`config.mk`:
```
export PLATFORM = sky130hd
export DESIGN_NAME = eller_maze_row_generator
export DESIGN_NICKNAME = d
export VERILOG_FILES = /design/src/hw/rtl/emrg_pkg.sv /design/src/hw/rtl/emrg_dp.sv /design/src/hw/rtl/emrg_ctrl.sv /design/src/hw/rtl/eller_maze_row_generator.sv
export SDC_FILE = /design/constraint.sdc
export NUM_CORES = 2
export LEC_CHECK = 0
export BUFFER_PORTS_ARGS = -buffer_cell sky130_fd_sc_hd__clkbuf_2
export CELL_PAD_IN_SITES_DETAIL_PLACEMENT = 1
export CELL_PAD_IN_SITES_GLOBAL_PLACEMENT = 1
export CORE_MARGIN = 3
export CORE_UTILIZATION = 46
export CTS_CLUSTER_SIZE = 20
export DETAILED_ROUTE_END_ITERATION = 16
export PLACE_DENSITY_LB_ADDON = 0.1
export SETUP_SLACK_MARGIN = 0.2
export SLEW_MARGIN = 10
export SYNTH_ARGS = -nofsm -noshare
export SYNTH_HDL_FRONTEND = slang
export SYNTH_SLANG_ARGS = --single-unit
```
`constraint.sdc`:
```
create_clock -name clk -period 7.2 [get_ports clk]
set_clock_uncertainty 0.1 [all_clocks]
set_input_delay 1.44 -clock clk [delete_from_list [all_inputs] [get_ports clk]]
set_output_delay 1.44 -clock clk [all_outputs]
set_load 0.01 [all_outputs]
```
`src/hw/rtl/emrg_pkg.sv`:
```
`timescale 1ns / 1ps
// ----------------------------------------------------------------------------
// emrg_pkg
// Shared constants, types and command/status structs of the maze row
// generator.
// ----------------------------------------------------------------------------
package emrg_pkg;

  localparam int COLUMNS_DEF = 16;
  localparam int LABEL_W     = 20;
  localparam int ROW_W       = 16;
  localparam int CIU_W       = 5;
  localparam int WORD_W      = 31;
  localparam int DIV_STEPS   = WORD_W;
  localparam int DCNT_W      = 5;
  localparam int PADDR_W     = 4;
  localparam int PDATA_W     = 32;

  // Register indexes (byte address is four times the index).
  localparam logic [1:0] REG_ROW_COUNT      = 2'd0;
  localparam logic [1:0] REG_COLS_IN_USE    = 2'd1;
  localparam logic [1:0] REG_OPEN_THRESHOLD = 2'd2;

  // Register reset values.
  localparam logic [ROW_W-1:0]  ROW_COUNT_RST = 16'd1;
  localparam logic [CIU_W-1:0]  COLS_RST      = 5'd16;
  localparam logic [WORD_W-1:0] THRESH_RST    = 31'h4000_0000;

  // Algorithm phase, kept across words.
  typedef enum logic [2:0] {
    PH_START,
    PH_ROW,
    PH_VWALK,
    PH_SETFIRST,
    PH_SETNEXT,
    PH_FAILSAFE,
    PH_MEMBER
  } phase_t;

  // Handling of the current word.
  typedef enum logic [2:0] {
    MD_IDLE,
    MD_RUN,
    MD_DIV,
    MD_OUT0,
    MD_OUT1
  } mode_t;

  // Datapath operations.
  typedef enum logic [3:0] {
    OP_NONE,
    OP_START,
    OP_FILL,
    OP_ROW_INIT,
    OP_VW_SAME,
    OP_VW_DRAW,
    OP_PICK_CLR,
    OP_PICK_COL,
    OP_PICK_TAKE,
    OP_DIV_INIT,
    OP_DIV_STEP,
    OP_SKIP,
    OP_MEMBER_DRAW,
    OP_MEMBER_END,
    OP_EMIT
  } dp_op_t;

  typedef struct packed {
    dp_op_t op;
    logic   load;
    logic   slot;
    logic   first;
    logic   last;
  } dp_cmd_t;

  typedef struct packed {
    logic walk_lt_w;
    logic pair_end;
    logic pair_same;
    logic found;
    logic at_cur;
    logic div_last;
    logic last_row;
  } dp_stat_t;

endpackage

```
`src/hw/rtl/emrg_dp.sv`:
```
`timescale 1ns / 1ps
// ----------------------------------------------------------------------------
// emrg_dp
// Datapath: column labels, wall vectors, set search, remainder unit and
// the two-entry result buffer.
// ----------------------------------------------------------------------------
module emrg_dp
  import emrg_pkg::*;
#(
  parameter int COLUMNS = COLUMNS_DEF
) (
  input  logic                clk,
  input  logic                rst_n,
  input  dp_cmd_t             cmd,
  output dp_stat_t            stat,
  input  logic [WORD_W-1:0]   in_word,
  input  logic [ROW_W-1:0]    row_count,
  input  logic [CIU_W-1:0]    cols_in_use,
  input  logic [WORD_W-1:0]   open_threshold,
  input  logic                out_slot,
  output logic [ROW_W-1:0]    row_index,
  output logic [COLUMNS:0]    vertical_walls,
  output logic [COLUMNS-1:0]  horizontal_walls,
  output logic                final_row
);

  localparam int CW = $clog2(COLUMNS + 1);
  localparam int IW = (COLUMNS > 1) ? $clog2(COLUMNS) : 1;

  logic [LABEL_W-1:0] labels_r [COLUMNS];
  logic [LABEL_W-1:0] labels_nxt [COLUMNS];
  logic [COLUMNS-1:0] valid_r, valid_nxt;
  logic [LABEL_W-1:0] fresh_r, fresh_nxt;
  logic [ROW_W-1:0]   row_r, row_nxt;
  logic [CW-1:0]      walk_r, walk_nxt;
  logic [LABEL_W-1:0] cur_r, cur_nxt;
  logic [LABEL_W-1:0] best_r, best_nxt;
  logic               found_r, found_nxt;
  logic [CW-1:0]      cnt_r, cnt_nxt;
  logic [CW-1:0]      size_r, size_nxt;
  logic [CW-1:0]      cd_r, cd_nxt;
  logic [IW-1:0]      fs_col_r, fs_col_nxt;
  logic               opened_r, opened_nxt;
  logic [COLUMNS:0]   vert_r, vert_nxt;
  logic [COLUMNS-1:0] hor_r, hor_nxt;
  logic [WORD_W-1:0]  word_r, word_nxt;
  logic [CW-1:0]      rem_r, rem_nxt;
  logic [DCNT_W-1:0]  dcnt_r, dcnt_nxt;
  logic [ROW_W-1:0]   res_row_r [2];
  logic [ROW_W-1:0]   res_row_nxt [2];
  logic [COLUMNS:0]   res_vert_r [2];
  logic [COLUMNS:0]   res_vert_nxt [2];
  logic [COLUMNS-1:0] res_hor_r [2];
  logic [COLUMNS-1:0] res_hor_nxt [2];
  logic [1:0]         res_last_r, res_last_nxt;

  logic [5:0]         cu;
  logic [CW-1:0]      w;
  logic [CW-1:0]      walk_p1;
  logic [IW-1:0]      wi, wi1;
  logic [LABEL_W-1:0] lab_a, lab_b;
  logic [ROW_W-1:0]   rc;
  logic               hit;
  logic [COLUMNS-1:0] mask_w;
  logic [CW:0]        trial;
  logic [CW-1:0]      rem_new;

  // Effective width, clipped to one through COLUMNS.
  assign cu = {1'b0, cols_in_use};
  always_comb begin
    if (cu == 6'd0) begin
      w = CW'(1);
    end else if (cu > 6'(COLUMNS)) begin
      w = CW'(COLUMNS);
    end else begin
      w = cu[CW-1:0];
    end
  end

  assign walk_p1 = walk_r + CW'(1);
  assign wi      = walk_r[IW-1:0];
  assign wi1     = walk_p1[IW-1:0];
  assign lab_a   = labels_r[wi];
  assign lab_b   = labels_r[wi1];
  assign rc      = (row_count == '0) ? ROW_W'(1) : row_count;
  assign hit     = word_r < open_threshold;

  always_comb begin
    for (int k = 0; k < COLUMNS; k++) begin
      mask_w[k] = CW'(k) < w;
    end
  end

  // One restoring remainder step per cycle.
  assign trial   = {rem_r, word_r[WORD_W-1]};
  assign rem_new = (trial >= {1'b0, size_r}) ? CW'(trial - {1'b0, size_r}) : trial[CW-1:0];

  assign stat.walk_lt_w = walk_r < w;
  assign stat.pair_end  = ({1'b0, walk_r} + (CW+1)'(1)) >= {1'b0, w};
  assign stat.pair_same = lab_a == lab_b;
  assign stat.found     = found_r;
  assign stat.at_cur    = lab_a == cur_r;
  assign stat.div_last  = dcnt_r == DCNT_W'(DIV_STEPS - 1);
  assign stat.last_row  = ({1'b0, row_r} + (ROW_W+1)'(1)) >= {1'b0, rc};

  // Operation decode.
  always_comb begin
    labels_nxt   = labels_r;
    valid_nxt    = valid_r;
    fresh_nxt    = fresh_r;
    row_nxt      = row_r;
    walk_nxt     = walk_r;
    cur_nxt      = cur_r;
    best_nxt     = best_r;
    found_nxt    = found_r;
    cnt_nxt      = cnt_r;
    size_nxt     = size_r;
    cd_nxt       = cd_r;
    fs_col_nxt   = fs_col_r;
    opened_nxt   = opened_r;
    vert_nxt     = vert_r;
    hor_nxt      = hor_r;
    word_nxt     = word_r;
    rem_nxt      = rem_r;
    dcnt_nxt     = dcnt_r;
    res_row_nxt  = res_row_r;
    res_vert_nxt = res_vert_r;
    res_hor_nxt  = res_hor_r;
    res_last_nxt = res_last_r;
    if (cmd.load) begin
      word_nxt = in_word;
    end
    unique case (cmd.op)
      OP_NONE: begin
      end
      OP_START: begin
        valid_nxt = '0;
        fresh_nxt = '0;
        row_nxt   = '0;
        walk_nxt  = '0;
      end
      OP_FILL: begin
        if (!valid_r[wi]) begin
          labels_nxt[wi] = fresh_r;
          valid_nxt[wi]  = 1'b1;
          fresh_nxt      = fresh_r + LABEL_W'(1);
        end
        walk_nxt = walk_p1;
      end
      OP_ROW_INIT: begin
        vert_nxt    = '0;
        vert_nxt[0] = 1'b1;
        vert_nxt[w] = 1'b1;
        hor_nxt     = '0;
        walk_nxt    = '0;
      end
      OP_VW_SAME: begin
        vert_nxt[walk_p1] = 1'b1;
        walk_nxt          = walk_p1;
      end
      OP_VW_DRAW: begin
        // Wall on a hit in a normal row, else merge the right set in.
        if (!stat.last_row && hit) begin
          vert_nxt[walk_p1] = 1'b1;
        end else begin
          for (int k = 0; k < COLUMNS; k++) begin
            if (mask_w[k] && labels_r[k] == lab_b) begin
              labels_nxt[k] = lab_a;
            end
          end
        end
        walk_nxt = walk_p1;
      end
      OP_PICK_CLR: begin
        walk_nxt  = '0;
        found_nxt = 1'b0;
      end
      OP_PICK_COL: begin
        // Running minimum above the current label (any label in the first search), with its count.
        if (cmd.first || lab_a > cur_r) begin
          if (!found_r || lab_a < best_r) begin
            best_nxt  = lab_a;
            cnt_nxt   = CW'(1);
            found_nxt = 1'b1;
          end else if (lab_a == best_r) begin
            cnt_nxt = cnt_r + CW'(1);
          end
        end
        walk_nxt = walk_p1;
      end
      OP_PICK_TAKE: begin
        cur_nxt  = best_r;
        size_nxt = cnt_r;
      end
      OP_DIV_INIT: begin
        rem_nxt  = '0;
        dcnt_nxt = '0;
      end
      OP_DIV_STEP: begin
        rem_nxt  = rem_new;
        word_nxt = word_r << 1;
        dcnt_nxt = dcnt_r + DCNT_W'(1);
        if (stat.div_last) begin
          cd_nxt     = (size_r == '0) ? '0 : rem_new;
          fs_col_nxt = '0;
          opened_nxt = 1'b0;
          walk_nxt   = '0;
        end
      end
      OP_SKIP: begin
        walk_nxt = walk_p1;
      end
      OP_MEMBER_DRAW: begin
        if (cd_r == '0) begin
          fs_col_nxt = wi;
        end
        cd_nxt = cd_r - CW'(1);
        if (hit) begin
          opened_nxt = 1'b1;
        end else begin
          hor_nxt[wi] = 1'b1;
        end
        walk_nxt = walk_p1;
      end
      OP_MEMBER_END: begin
        // Fail-safe: reopen one member if the whole set was walled.
        if (!opened_r) begin
          hor_nxt[fs_col_r] = 1'b0;
        end
        walk_nxt  = '0;
        found_nxt = 1'b0;
      end
      OP_EMIT: begin
        res_row_nxt[cmd.slot]  = row_r;
        res_vert_nxt[cmd.slot] = vert_r;
        res_hor_nxt[cmd.slot]  = cmd.last ? mask_w : hor_r;
        res_last_nxt[cmd.slot] = cmd.last;
        if (!cmd.last) begin
          valid_nxt = valid_r & ~(hor_r & mask_w);
        end
        row_nxt  = row_r + ROW_W'(1);
        walk_nxt = '0;
      end
      default: begin
      end
    endcase
  end

  // State registers with a defined reset value.
  always_ff @(posedge clk) begin
    if (!rst_n) begin
      valid_r  <= '0;
      fresh_r  <= '0;
      row_r    <= '0;
      walk_r   <= '0;
      cur_r    <= '0;
      found_r  <= 1'b0;
      size_r   <= '0;
      cd_r     <= '0;
      fs_col_r <= '0;
      opened_r <= 1'b0;
      vert_r   <= '0;
      hor_r    <= '0;
      dcnt_r   <= '0;
    end else begin
      valid_r  <= valid_nxt;
      fresh_r  <= fresh_nxt;
      row_r    <= row_nxt;
      walk_r   <= walk_nxt;
      cur_r    <= cur_nxt;
      found_r  <= found_nxt;
      size_r   <= size_nxt;
      cd_r     <= cd_nxt;
      fs_col_r <= fs_col_nxt;
      opened_r <= opened_nxt;
      vert_r   <= vert_nxt;
      hor_r    <= hor_nxt;
      dcnt_r   <= dcnt_nxt;
    end
  end

  // Payload registers.
  always_ff @(posedge clk) begin
    labels_r   <= labels_nxt;
    best_r     <= best_nxt;
    cnt_r      <= cnt_nxt;
    word_r     <= word_nxt;
    rem_r      <= rem_nxt;
    res_row_r  <= res_row_nxt;
    res_vert_r <= res_vert_nxt;
    res_hor_r  <= res_hor_nxt;
    res_last_r <= res_last_nxt;
  end

  assign row_index        = res_row_r[out_slot];
  assign vertical_walls   = res_vert_r[out_slot];
  assign horizontal_walls = res_hor_r[out_slot];
  assign final_row        = res_last_r[out_slot];

endmodule

```
`src/hw/rtl/emrg_ctrl.sv`:
```
`timescale 1ns / 1ps
// ----------------------------------------------------------------------------
// emrg_ctrl
// Controller: steps the row phases, tracks the use of the current word and
// sequences result delivery.
// ----------------------------------------------------------------------------
module emrg_ctrl
  import emrg_pkg::*;
(
  input  logic     clk,
  input  logic     rst_n,
  input  logic     in_valid,
  output logic     in_ready,
  output logic     out_valid,
  input  logic     out_ready,
  output logic     out_slot,
  output logic     out_end_of_run,
  output dp_cmd_t  cmd,
  input  dp_stat_t stat
);

  phase_t     phase_r, phase_nxt;
  mode_t      mode_r, mode_nxt;
  logic       used_r, used_nxt;
  logic [1:0] n_r, n_nxt;

  // Next state.
  always_comb begin
    logic emit;
    logic blocked;
    emit      = 1'b0;
    blocked   = 1'b0;
    phase_nxt = phase_r;
    mode_nxt  = mode_r;
    used_nxt  = used_r;
    n_nxt     = n_r;
    unique case (mode_r)
      MD_IDLE: begin
        if (in_valid) begin
          mode_nxt = MD_RUN;
          used_nxt = 1'b0;
          n_nxt    = 2'd0;
        end
      end
      MD_RUN: begin
        unique case (phase_r)
          PH_START: phase_nxt = PH_ROW;
          PH_ROW: begin
            if (!stat.walk_lt_w) phase_nxt = PH_VWALK;
          end
          PH_VWALK: begin
            if (stat.pair_end) begin
              if (stat.last_row) begin
                emit      = 1'b1;
                phase_nxt = PH_START;
              end else begin
                phase_nxt = PH_SETFIRST;
              end
            end else if (!stat.pair_same) begin
              if (used_r) blocked = 1'b1;
              else used_nxt = 1'b1;
            end
          end
          PH_SETFIRST, PH_SETNEXT: begin
            if (!stat.walk_lt_w) begin
              if (stat.found) begin
                phase_nxt = PH_FAILSAFE;
              end else begin
                emit      = 1'b1;
                phase_nxt = PH_ROW;
              end
            end
          end
          PH_FAILSAFE: begin
            if (used_r) begin
              blocked = 1'b1;
            end else begin
              used_nxt = 1'b1;
              mode_nxt = MD_DIV;
            end
          end
          PH_MEMBER: begin
            if (!stat.walk_lt_w) begin
              phase_nxt = PH_SETNEXT;
            end else if (stat.at_cur) begin
              if (used_r) blocked = 1'b1;
              else used_nxt = 1'b1;
            end
          end
          default: phase_nxt = PH_START;
        endcase
        if (emit) begin
          n_nxt = n_r + 2'd1;
          if (n_r == 2'd1) mode_nxt = MD_OUT0;
        end
        if (blocked) begin
          mode_nxt = (n_r == 2'd0) ? MD_IDLE : MD_OUT0;
        end
      end
      MD_DIV: begin
        if (stat.div_last) begin
          mode_nxt  = MD_RUN;
          phase_nxt = PH_MEMBER;
        end
      end
      MD_OUT0: begin
        if (out_ready) mode_nxt = (n_r == 2'd2) ? MD_OUT1 : MD_IDLE;
      end
      MD_OUT1: begin
        if (out_ready) mode_nxt = MD_IDLE;
      end
      default: mode_nxt = MD_IDLE;
    endcase
  end

  // Outputs and datapath commands.
  always_comb begin
    in_ready       = mode_r == MD_IDLE;
    out_valid      = (mode_r == MD_OUT0) || (mode_r == MD_OUT1);
    out_slot       = mode_r == MD_OUT1;
    out_end_of_run = (mode_r == MD_OUT1) || (mode_r == MD_OUT0 && n_r == 2'd1);
    cmd.op         = OP_NONE;
    cmd.load       = in_valid && (mode_r == MD_IDLE);
    cmd.slot       = n_r[0];
    cmd.first      = phase_r == PH_SETFIRST;
    cmd.last       = 1'b0;
    if (mode_r == MD_DIV) begin
      cmd.op = OP_DIV_STEP;
    end else if (mode_r == MD_RUN) begin
      unique case (phase_r)
        PH_START: cmd.op = OP_START;
        PH_ROW:   cmd.op = stat.walk_lt_w ? OP_FILL : OP_ROW_INIT;
        PH_VWALK: begin
          if (stat.pair_end) begin
            if (stat.last_row) begin
              cmd.op   = OP_EMIT;
              cmd.last = 1'b1;
            end else begin
              cmd.op = OP_PICK_CLR;
            end
          end else if (stat.pair_same) begin
            cmd.op = OP_VW_SAME;
          end else if (!used_r) begin
            cmd.op = OP_VW_DRAW;
          end
        end
        PH_SETFIRST, PH_SETNEXT: begin
          if (stat.walk_lt_w) cmd.op = OP_PICK_COL;
          else cmd.op = stat.found ? OP_PICK_TAKE : OP_EMIT;
        end
        PH_FAILSAFE: begin
          if (!used_r) cmd.op = OP_DIV_INIT;
        end
        PH_MEMBER: begin
          if (!stat.walk_lt_w) cmd.op = OP_MEMBER_END;
          else if (!stat.at_cur) cmd.op = OP_SKIP;
          else if (!used_r) cmd.op = OP_MEMBER_DRAW;
        end
        default: cmd.op = OP_NONE;
      endcase
    end
  end

  always_ff @(posedge clk) begin
    if (!rst_n) begin
      phase_r <= PH_START;
      mode_r  <= MD_IDLE;
      used_r  <= 1'b0;
      n_r     <= 2'd0;
    end else begin
      phase_r <= phase_nxt;
      mode_r  <= mode_nxt;
      used_r  <= used_nxt;
      n_r     <= n_nxt;
    end
  end

  // A second word is only shown when two rows were finished.
  a_out1_two : assert property (@(posedge clk) disable iff (!rst_n)
    mode_r == MD_OUT1 |-> n_r == 2'd2) else $error("second word without two rows");

  // Delivery never starts with an empty buffer.
  a_out0_nonempty : assert property (@(posedge clk) disable iff (!rst_n)
    mode_r == MD_OUT0 |-> n_r != 2'd0) else $error("delivery with no rows");

  // An accepted word starts processing right away.
  a_accept_run : assert property (@(posedge clk) disable iff (!rst_n)
    in_valid && in_ready |=> mode_r == MD_RUN && !used_r) else $error("word not started");

  // The remainder unit only runs for a fail-safe pick, after using the word.
  a_div_phase : assert property (@(posedge clk) disable iff (!rst_n)
    mode_r == MD_DIV |-> phase_r == PH_FAILSAFE && used_r) else $error("stray divide");

endmodule

```
`src/hw/rtl/eller_maze_row_generator.sv`:
```
`timescale 1ns / 1ps
// ----------------------------------------------------------------------------
// eller_maze_row_generator
// Eller's-algorithm maze builder: consumes random words, emits finished rows.
// ----------------------------------------------------------------------------
// Each accepted word is used at the next random draw point of the row in
// progress; the block then keeps working until it needs another word, and
// delivers the zero, one or two rows finished meanwhile, the last flagged by
// end_of_run. Work is one column per cycle while the block neither waits for
// a word nor delivers rows: label fill and each set search walk cols_in_use
// columns, a merge or wall step handles one column pair, and a fail-safe
// pick runs in the bit-serial remainder unit. No clearing pass follows reset.
// Registers are to be written by the user only while the block is idle; the
// block itself does not enforce this.
module eller_maze_row_generator
  import emrg_pkg::*;
#(
  parameter int COLUMNS = COLUMNS_DEF
) (
  input  logic                 clk,
  input  logic                 rst_n,
  input  logic                 in_valid,
  output logic                 in_ready,
  input  logic [WORD_W-1:0]    in_random_word,
  output logic                 out_valid,
  input  logic                 out_ready,
  output logic [ROW_W-1:0]     out_row_index,
  output logic [COLUMNS:0]     out_vertical_walls,
  output logic [COLUMNS-1:0]   out_horizontal_walls,
  output logic                 out_final_row,
  output logic                 out_end_of_run,
  input  logic                 psel,
  input  logic                 penable,
  input  logic                 pwrite,
  input  logic [PADDR_W-1:0]   paddr,
  input  logic [PDATA_W-1:0]   pwdata,
  output logic [PDATA_W-1:0]   prdata,
  output logic                 pready
);

  logic [ROW_W-1:0]  row_count_r;
  logic [CIU_W-1:0]  cols_r;
  logic [WORD_W-1:0] thresh_r;
  logic [1:0]        reg_idx;
  logic              wr_en;
  logic              out_slot;
  dp_cmd_t           cmd;
  dp_stat_t          stat;

  // Configuration registers.
  assign pready  = 1'b1;
  assign reg_idx = paddr[3:2];
  assign wr_en   = psel && penable && pwrite;

  always_ff @(posedge clk) begin
    if (!rst_n) begin
      row_count_r <= ROW_COUNT_RST;
      cols_r      <= COLS_RST;
      thresh_r    <= THRESH_RST;
    end else if (wr_en) begin
      if (reg_idx == REG_ROW_COUNT)      row_count_r <= pwdata[ROW_W-1:0];
      if (reg_idx == REG_COLS_IN_USE)    cols_r      <= pwdata[CIU_W-1:0];
      if (reg_idx == REG_OPEN_THRESHOLD) thresh_r    <= pwdata[WORD_W-1:0];
    end
  end

  // Read back.
  always_comb begin
    priority case (reg_idx)
      REG_ROW_COUNT:      prdata = {{(PDATA_W-ROW_W){1'b0}}, row_count_r};
      REG_COLS_IN_USE:    prdata = {{(PDATA_W-CIU_W){1'b0}}, cols_r};
      REG_OPEN_THRESHOLD: prdata = {{(PDATA_W-WORD_W){1'b0}}, thresh_r};
      default:            prdata = '0;
    endcase
  end

  emrg_ctrl u_ctrl (
    .clk            (clk),
    .rst_n          (rst_n),
    .in_valid       (in_valid),
    .in_ready       (in_ready),
    .out_valid      (out_valid),
    .out_ready      (out_ready),
    .out_slot       (out_slot),
    .out_end_of_run (out_end_of_run),
    .cmd            (cmd),
    .stat           (stat)
  );

  emrg_dp #(
    .COLUMNS (COLUMNS)
  ) u_dp (
    .clk              (clk),
    .rst_n            (rst_n),
    .cmd              (cmd),
    .stat             (stat),
    .in_word          (in_random_word),
    .row_count        (row_count_r),
    .cols_in_use      (cols_r),
    .open_threshold   (thresh_r),
    .out_slot         (out_slot),
    .row_index        (out_row_index),
    .vertical_walls   (out_vertical_walls),
    .horizontal_walls (out_horizontal_walls),
    .final_row        (out_final_row)
  );

endmodule
```
Word-level counts from Yosys, hierarchy flattened
Cells that the tools add are included.

$add $sub $neg: 10. $lt $le $gt $ge: 41. Equality and inequality tests: 90. Muxes and demuxes: 156. Bitwise gates (word level): 12. Reduce and logical (&&, ||, !) cells: 94.

Operators by type and width (number): 2-to-1 mux 320 bit (2); case mux 320 bit (2 select lines) (1); 2-to-1 mux 20 bit (22); equality test 20 bit (19); bitwise mux 320 bit (1); 2-to-1 mux 16 bit (13); binary-select mux 20 bit (select 4 bit) (2); case mux 16 bit (3 select lines) (2); case mux 31 bit (3 select lines) (1); 2-to-1 mux 17 bit (5); demux 20 bit (select 4 bit) (1); AND reduction 4 bit (17); bitwise mux 32 bit (2); 2-to-1 mux 31 bit (2); 2-to-1 mux 3 bit (18); case mux 17 bit (3 select lines) (1); AND 16 bit (3); 2-to-1 mux 4 bit (12); != test 2 x 1 -> 1 bit (second input constant) (22); < comparator 4 x 5 -> 1 bit (first input constant) (8); case mux 20 bit (2 select lines) (1); 2-to-1 mux 5 bit (7); bitwise mux 34 bit (1); 2-to-1 mux 1 bit (32); 82 further kinds (208).

Register bits: 673. Output and inout port bits: 86.

Logic depth before layout (Yosys ltp)
Word-level depth: 15. Gate-level depth with buffers: 23. Mapped depth without buffers: 20.

Modules after synthesis
From an unflattened synthesis, not the netlist that was laid out.

Cells, all modules: 3893. Area, all modules: 41492.3 um2.

By module, submodules not included: emrg_dp (instances 1, cells each 3483, area an instance 38104.0 um2, sequential area each 17056.4 um2); eller_maze_row_generator (instances 1, cells each 273, area an instance 2434.8 um2, sequential area each 1041.0 um2); emrg_ctrl (instances 1, cells each 137, area an instance 953.4 um2, sequential area each 180.2 um2).

Worst setup path before layout
OpenSTA, ideal clock, no wires.

Kind: flip-flop to flip-flop. Start: register u_dp.walk_r[1]. End: register u_dp.res_hor_r[16] in the netlist's numbering (enable). Setup time: 0.459 ns. Data arrival time: 6.323 ns. Required time: 6.641 ns. Setup slack: 0.317 ns. Stages on the path, launching flop included: 17. Period minus slack after synthesis: 6.883 ns. Cells stage by stage: dfxtp_1 buf_2 clkbuf_1 clkbuf_1 mux4_2 mux4_2 ha_1 and4_1 nand3_1 o211a_1 a2111oi_0 o22ai_1 nand2_1 or2_2 clkbuf_1 buf_1 nor2_1.

Elaborated cells between the ends (all ways): 24. Classes of those cells: add/sub (2); order compare (2); eq/ne (3); mux (15); bitwise (2).

RTL lines: from (decl) (RTL line emrg_dp.sv:35) `logic [CW-1:0] walk_r, walk_nxt;`; from (signal assigned) (RTL line emrg_dp.sv:269) `walk_r <= walk_nxt;`; NOT 4 -> 5 bit (not written as such) (*) (RTL line emrg_dp.sv:83) `assign lab_a = labels_r[wi];`; binary-select mux 20 bit (select 4 bit) (*) (RTL line emrg_dp.sv:83); 2-to-1 mux 20 bit (not written as such) (*) (2 in a row) (RTL line emrg_dp.sv:83); named net u_dp.lab_a[3] (RTL line emrg_dp.sv:61) `logic [LABEL_W-1:0] lab_a, lab_b;`; equality test 20 bit (on tied branches) (RTL line emrg_dp.sv:102, emrg_dp.sv:100); 2-to-1 mux 4 bit (on tied branches) (RTL line emrg_ctrl.sv:156, emrg_ctrl.sv:141); 2-to-1 mux 4 bit (on tied branches) (RTL line emrg_ctrl.sv:155, emrg_ctrl.sv:134); case mux 4 bit (6 select lines) (*) (RTL line emrg_ctrl.sv:130) `unique case (phase_r)`; 2-to-1 mux 4 bit (*) (RTL line emrg_ctrl.sv:129) `end else if (mode_r == MD_RUN) begin`; 2-to-1 mux 4 bit (*) (RTL line emrg_ctrl.sv:127) `if (mode_r == MD_DIV) begin`; equality test 4 bit (*) (RTL line emrg_dp.sv:133) `unique case (cmd.op)`; to (signal assigned) (RTL line emrg_dp.sv:291) `res_hor_r <= res_hor_nxt;`; to (decl) (RTL line emrg_dp.sv:53) `logic [COLUMNS-1:0] res_hor_r [2];`.

Mark *: on every way through the listed nets, which the timed path passes. The rest lies on a longest branch. The select of a mux whose other input is x is not followed. A chain may end at the register's enable or synchronous reset.

Final worst setup path
Start: register u_dp.walk_r[0]. End: register u_dp.labels_r[225] in the netlist's numbering (enable).

Elaborated cells between the ends (all ways): 34. Classes of those cells: add/sub (2); order compare (2); eq/ne (8); mux (17); bitwise (2); reduce/logical (3).

RTL lines: NOT 4 -> 5 bit (not written as such) (*) (RTL line emrg_dp.sv:83); binary-select mux 20 bit (select 4 bit) (*) (RTL line emrg_dp.sv:83); 2-to-1 mux 20 bit (not written as such) (*) (2 in a row) (RTL line emrg_dp.sv:83); named net u_dp.lab_a[7] (RTL line emrg_dp.sv:61); equality test 20 bit (on tied branches) (RTL line emrg_dp.sv:102, emrg_dp.sv:100); 2-to-1 mux 4 bit (on tied branches) (RTL line emrg_ctrl.sv:156, emrg_ctrl.sv:141); 2-to-1 mux 4 bit (on tied branches) (RTL line emrg_ctrl.sv:155, emrg_ctrl.sv:134); case mux 4 bit (6 select lines) (*) (RTL line emrg_ctrl.sv:130); 2-to-1 mux 4 bit (*) (RTL line emrg_ctrl.sv:129); 2-to-1 mux 4 bit (*) (RTL line emrg_ctrl.sv:127); equality test 4 x 3 -> 1 bit / equality test 4 x 2 -> 1 bit (equally long branches) (RTL line emrg_dp.sv:133); != test 2 x 1 -> 1 bit (no source line) (tied with other cells); AND reduction 4 bit (no source line) (*); to (signal assigned) (RTL line emrg_dp.sv:284) `labels_r <= labels_nxt;`; to (decl) (RTL line emrg_dp.sv:30) `logic [LABEL_W-1:0] labels_r [COLUMNS];`.

Marked as above.

==> flow_summary.yaml <==
placement:
  dp.final_hpwl_um: 109000
  routabilityCongestion: 0.998
  io_buffer_count: 154
  post_dp_cell_area_um2: 42400
yosys:
  most_frequent_cell_after_synthesis: "sky130_fd_sc_hd__edfxtp_1"
  yosysTopAreaCellShare: 0.359
  post_synth.cell_area_avg_um2: 10.9
  synthXorXnorAreaFrac: 0.0776
  post_synth_num_cell_types: 82
  ys_flop_type: "sky130_fd_sc_hd__edfxtp_1"
  synth-edff-count: 480
  synth_cells: 3690
  async_flop_share: 0
  synth.area.mux_share: 0.124
  synthesis.yosys.warnings: 0
  synth_top_family_by_area: "compound AO/OA/AOI/OAI gates"
  yosys.area_share.adder: 0.0366
  synth.top_cells.by_area: "sky130_fd_sc_hd__edfxtp_1, sky130_fd_sc_hd__dfxtp_1, sky130_fd_sc_hd__mux4_2, sky130_fd_sc_hd__a21o_1, sky130_fd_sc_hd__xor2_1"
  synth_area_um2: 40200
  synth_seq_cells: 673
  syn_nets: 3881
  netlist_top_cells_count: "sky130_fd_sc_hd__edfxtp_1, sky130_fd_sc_hd__a21o_1, sky130_fd_sc_hd__nand2_1"
  ys_seq_area_frac: 0.455
  synth_compound_gate_area_share: 0.147
  synth-simple-area-share: 0.114
  synth.largest_area_cell: "sky130_fd_sc_hd__edfxtp_1"
sta:
  final.min_clock_period_ns: 6.60
  slew_at_the_pin_closest_to_its_max_slew_limit_ns: 1.34
  timing.max_slew.rel_slack: 0.105
  finalSetupTns_ns: 0
  fmax_mhz: 152
  finalHoldViolations: 0
  timing_max_transition_violations_final: 0
  rsz0062_at_grt: "no"
  min_period_over_period: 0.916
  finalSetupViolations: 0
drt:
  post-route-drc-count: 0
  postRouteWirelength_um: 149000
  drt_first_pass_iters: 5
  first_iter_violations: 2932
  routed_wire_length_per_instance_um: 30.1
  vias_per_cell: 6.38
  ant_nets: 0
  via_count: 31605
worst_setup_path:
  timing.critical_path.fanout_max: 19
  timing.critical_path.from_type: "flop"
  end_point_of_the_critical_path: "u_dp.labels_r[225]"
  r2r_cells: 16
  critical-path-slowest-cell: "sky130_fd_sc_hd__dfxtp_4"
  worst_path_largest_cell_delay_ns: 0.70
  arrival_time_worst_endpoint_ns: 6.76
  required_ns: 7.36
  critical_path.endpoint_type: "flop"
  worst-setup-path-type: "reg -> reg"
  ff2ff_setup_slack_ns: 0.60
  worst_setup_path_startpoint: "u_dp.walk_r[0]"
  most_used_cell_along_the_critical_path: "sky130_fd_sc_hd__buf_4"
  worst_r2r_startpoint: "u_dp.walk_r[0]"
  worstPathCellList: "buf_4 > mux4_2 > mux4_2 > ha_1 > nand4_1 > nor2_1 > nand3_1 > o211a_1 > a2111oi_0 > o22ai_1 > nand2b_1 > nor4_2 > o21bai_2 > buf_4 > nor2_2 > buf_4"
  worst_r2r_endpoint: "u_dp.labels_r[225]"
grt:
  antenna_found_initial: 5
  first_global_vias: 32889
  global_route_wire_length_before_repair_um: 218000
  grt_max_degree: 93
  grt_use_total: 0.324
  grt.overflow.total: 0
clock_tree:
  worst_skew_pair.late_latency_ns: 0.64
  clock_tree.root_cell: "sky130_fd_sc_hd__clkbuf_16"
  cts_tree: "built"
  htreeDepth: 3
  cts_max_path_buffers: 3
  numCtsBuffers: 79
  cts.reportedPaths.clkPinSlew_ns: 0.06
  cts_hold_repair.buffers: 0
  number_of_sinks_on_the_clock_net: 673
floorplanning:
  design.core.area_um2: 85900
  die_h_um: 302
  floorplan.io_pins: 160
  die_w_um: 302
  core.rowCount: 107
  initial_utilization: 0.467
  floorplan.die_area_um2: 90900
finish:
  finish.instance_area_um2: 45100
  final.fill_count: 9103
  layout-area-overhead-vs-synth_pct: 12.2
  fin_nets: 3933
  drive_gt1_frac: 0.194
job:
  drv_cap: 0
pwr:
  power_density_nw_per_um2: 205
  p_leak_nw: 17.9
  peak_ir_drop_on_the_vdd_network_v: 0.000184
run_status:
  outcome: "finished clean"
worst_hold_path:
  holdCritPathClass: "reg -> reg"
-- cells by family (layout without fill, tap and decap cells) --
logic type,count (synthesis),count (layout)
other,2,5
buffers and inverters,446,562
adder cells (fa/ha/maj),117,117
XOR/XNOR,356,356
AO/OA/AOI/OAI,863,863
multiplexers,285,285
flip-flops,673,673
AND/OR/NAND/NOR,948,948
-- flip-flops by register name, summed over array words and instances, names as in the netlist, 16 cells and up --
name             cells
u_dp.valid_r        16
u_dp.cur_r          20
u_dp.res_vert_r     34
u_dp.fresh_r        20
row_count_r         16
u_dp.res_hor_r      32
u_dp.row_r          16
u_dp.hor_r          16
u_dp.labels_r      320
u_dp.res_row_r      32
thresh_r            31
u_dp.word_r         31
u_dp.vert_r         17
u_dp.best_r         20
-- where the power goes --
group | switching [mW] | total, mW | internal (mW)
sequential | 0.0377 | 4.18 | 4.15
clock | 1.71 | 4.15 | 2.45
combinational | 0.553 | 0.880 | 0.327
-- worst max-delay path, delay by kind of cell (launching register included) --
kind / cells / cell delay (ns)
flops: 1 / 0.70
simple gates: 6 / 1.55
mux: 2 / 1.21
buf+inv: 3 / 1.07
fa+ha+maj: 1 / 0.35
compound gates: 4 / 1.17
-- worst min-delay path by stage --
stage | cells past startpoint | slack (ns) | end | start
after floorplan | 1 | 0.32 | u_dp.dcnt_r[4] | u_dp.dcnt_r[4]
after global placement | 1 | 0.34 | u_dp.dcnt_r[4] | u_dp.dcnt_r[4]
after detailed placement | 0 | 0.36 | u_dp.res_vert_r[0] | u_dp.vert_r[0]
after CTS | 2 | 0.37 | thresh_r[28] | thresh_r[28]
after global routing | 2 | 0.40 | thresh_r[16] | thresh_r[16]
final | 0 | 0.37 | u_dp.res_vert_r[0] | u_dp.vert_r[0]
-- through the flow --
stage	util	hold WS, ns	std cells	power, mW	worst slack, ns
final	0.524	0.368	4953	9.22	0.603
after CTS	0.524	0.370	4949	9.26	0.523
after floorplan	-	0.324	3690	4.80	0.317
after global routing	0.524	0.402	4950	9.48	0.241
after detailed placement	0.493	0.360	4804	5.13	0.520
after global placement	0.493	0.338	4804	5.10	0.661
-- per-layer routing --
| layer | share of wire | track usage | vias up |
|---|---|---|---|
| met1 | 0.38 | 0.394 | 16115 |
| met3 | 0.067 | 0.0505 | 390 |
| met5 | 0.000087 | 0 | - |
| li1 | - | - | 13722 |
| met4 | 0.059 | 0.166 | 2 |
| met2 | 0.49 | 0.557 | 1376 |
-- cell type report --
| class | instances | area (µm²) | area share |
|---|---|---|---|
| timing repair buffer | 287 | 1880 | 0.0418 |
| clock buffer | 101 | 2150 | 0.0478 |
| clock inverter | 44 | 485 | 0.0108 |
| multi-input combinational | 2571 | 20300 | 0.451 |
| antenna | 3 | 7.51 | 0.000167 |
| tap | 1144 | 1430 | 0.0318 |
| sequential | 673 | 18300 | 0.406 |
| inverter | 130 | 492 | 0.0109 |
-- repair_timing --
action | in CTS | in global routing
resized for setup | 0 | 1
setup buffers | 0 | 1
endpoints found under the setup margin | 0 | 166
endpoints found under the hold margin | 0 | 0
-- placed cells by master (no fill, tap or decap), types with 55 or more instances in the layout --
cell	instances
sky130_fd_sc_hd__edfxtp_1	480
sky130_fd_sc_hd__a21o_1	350
sky130_fd_sc_hd__nand2_1	277
sky130_fd_sc_hd__dfxtp_1	190
sky130_fd_sc_hd__xor2_1	188
sky130_fd_sc_hd__a21oi_1	186
sky130_fd_sc_hd__nor2_1	177
sky130_fd_sc_hd__xnor2_1	166
sky130_fd_sc_hd__mux4_2	164
sky130_fd_sc_hd__clkbuf_2	154
sky130_fd_sc_hd__inv_1	125
sky130_fd_sc_hd__buf_4	124
sky130_fd_sc_hd__ha_1	115
sky130_fd_sc_hd__o21ai_0	94
sky130_fd_sc_hd__clkbuf_16	82
sky130_fd_sc_hd__nor3_1	78
sky130_fd_sc_hd__nand4_1	67
sky130_fd_sc_hd__mux2i_1	64
sky130_fd_sc_hd__nand3_1	60
sky130_fd_sc_hd__mux2_2	56
sky130_fd_sc_hd__nor4_1	55
No activity file was read; power rests on OpenSTA's default activity.
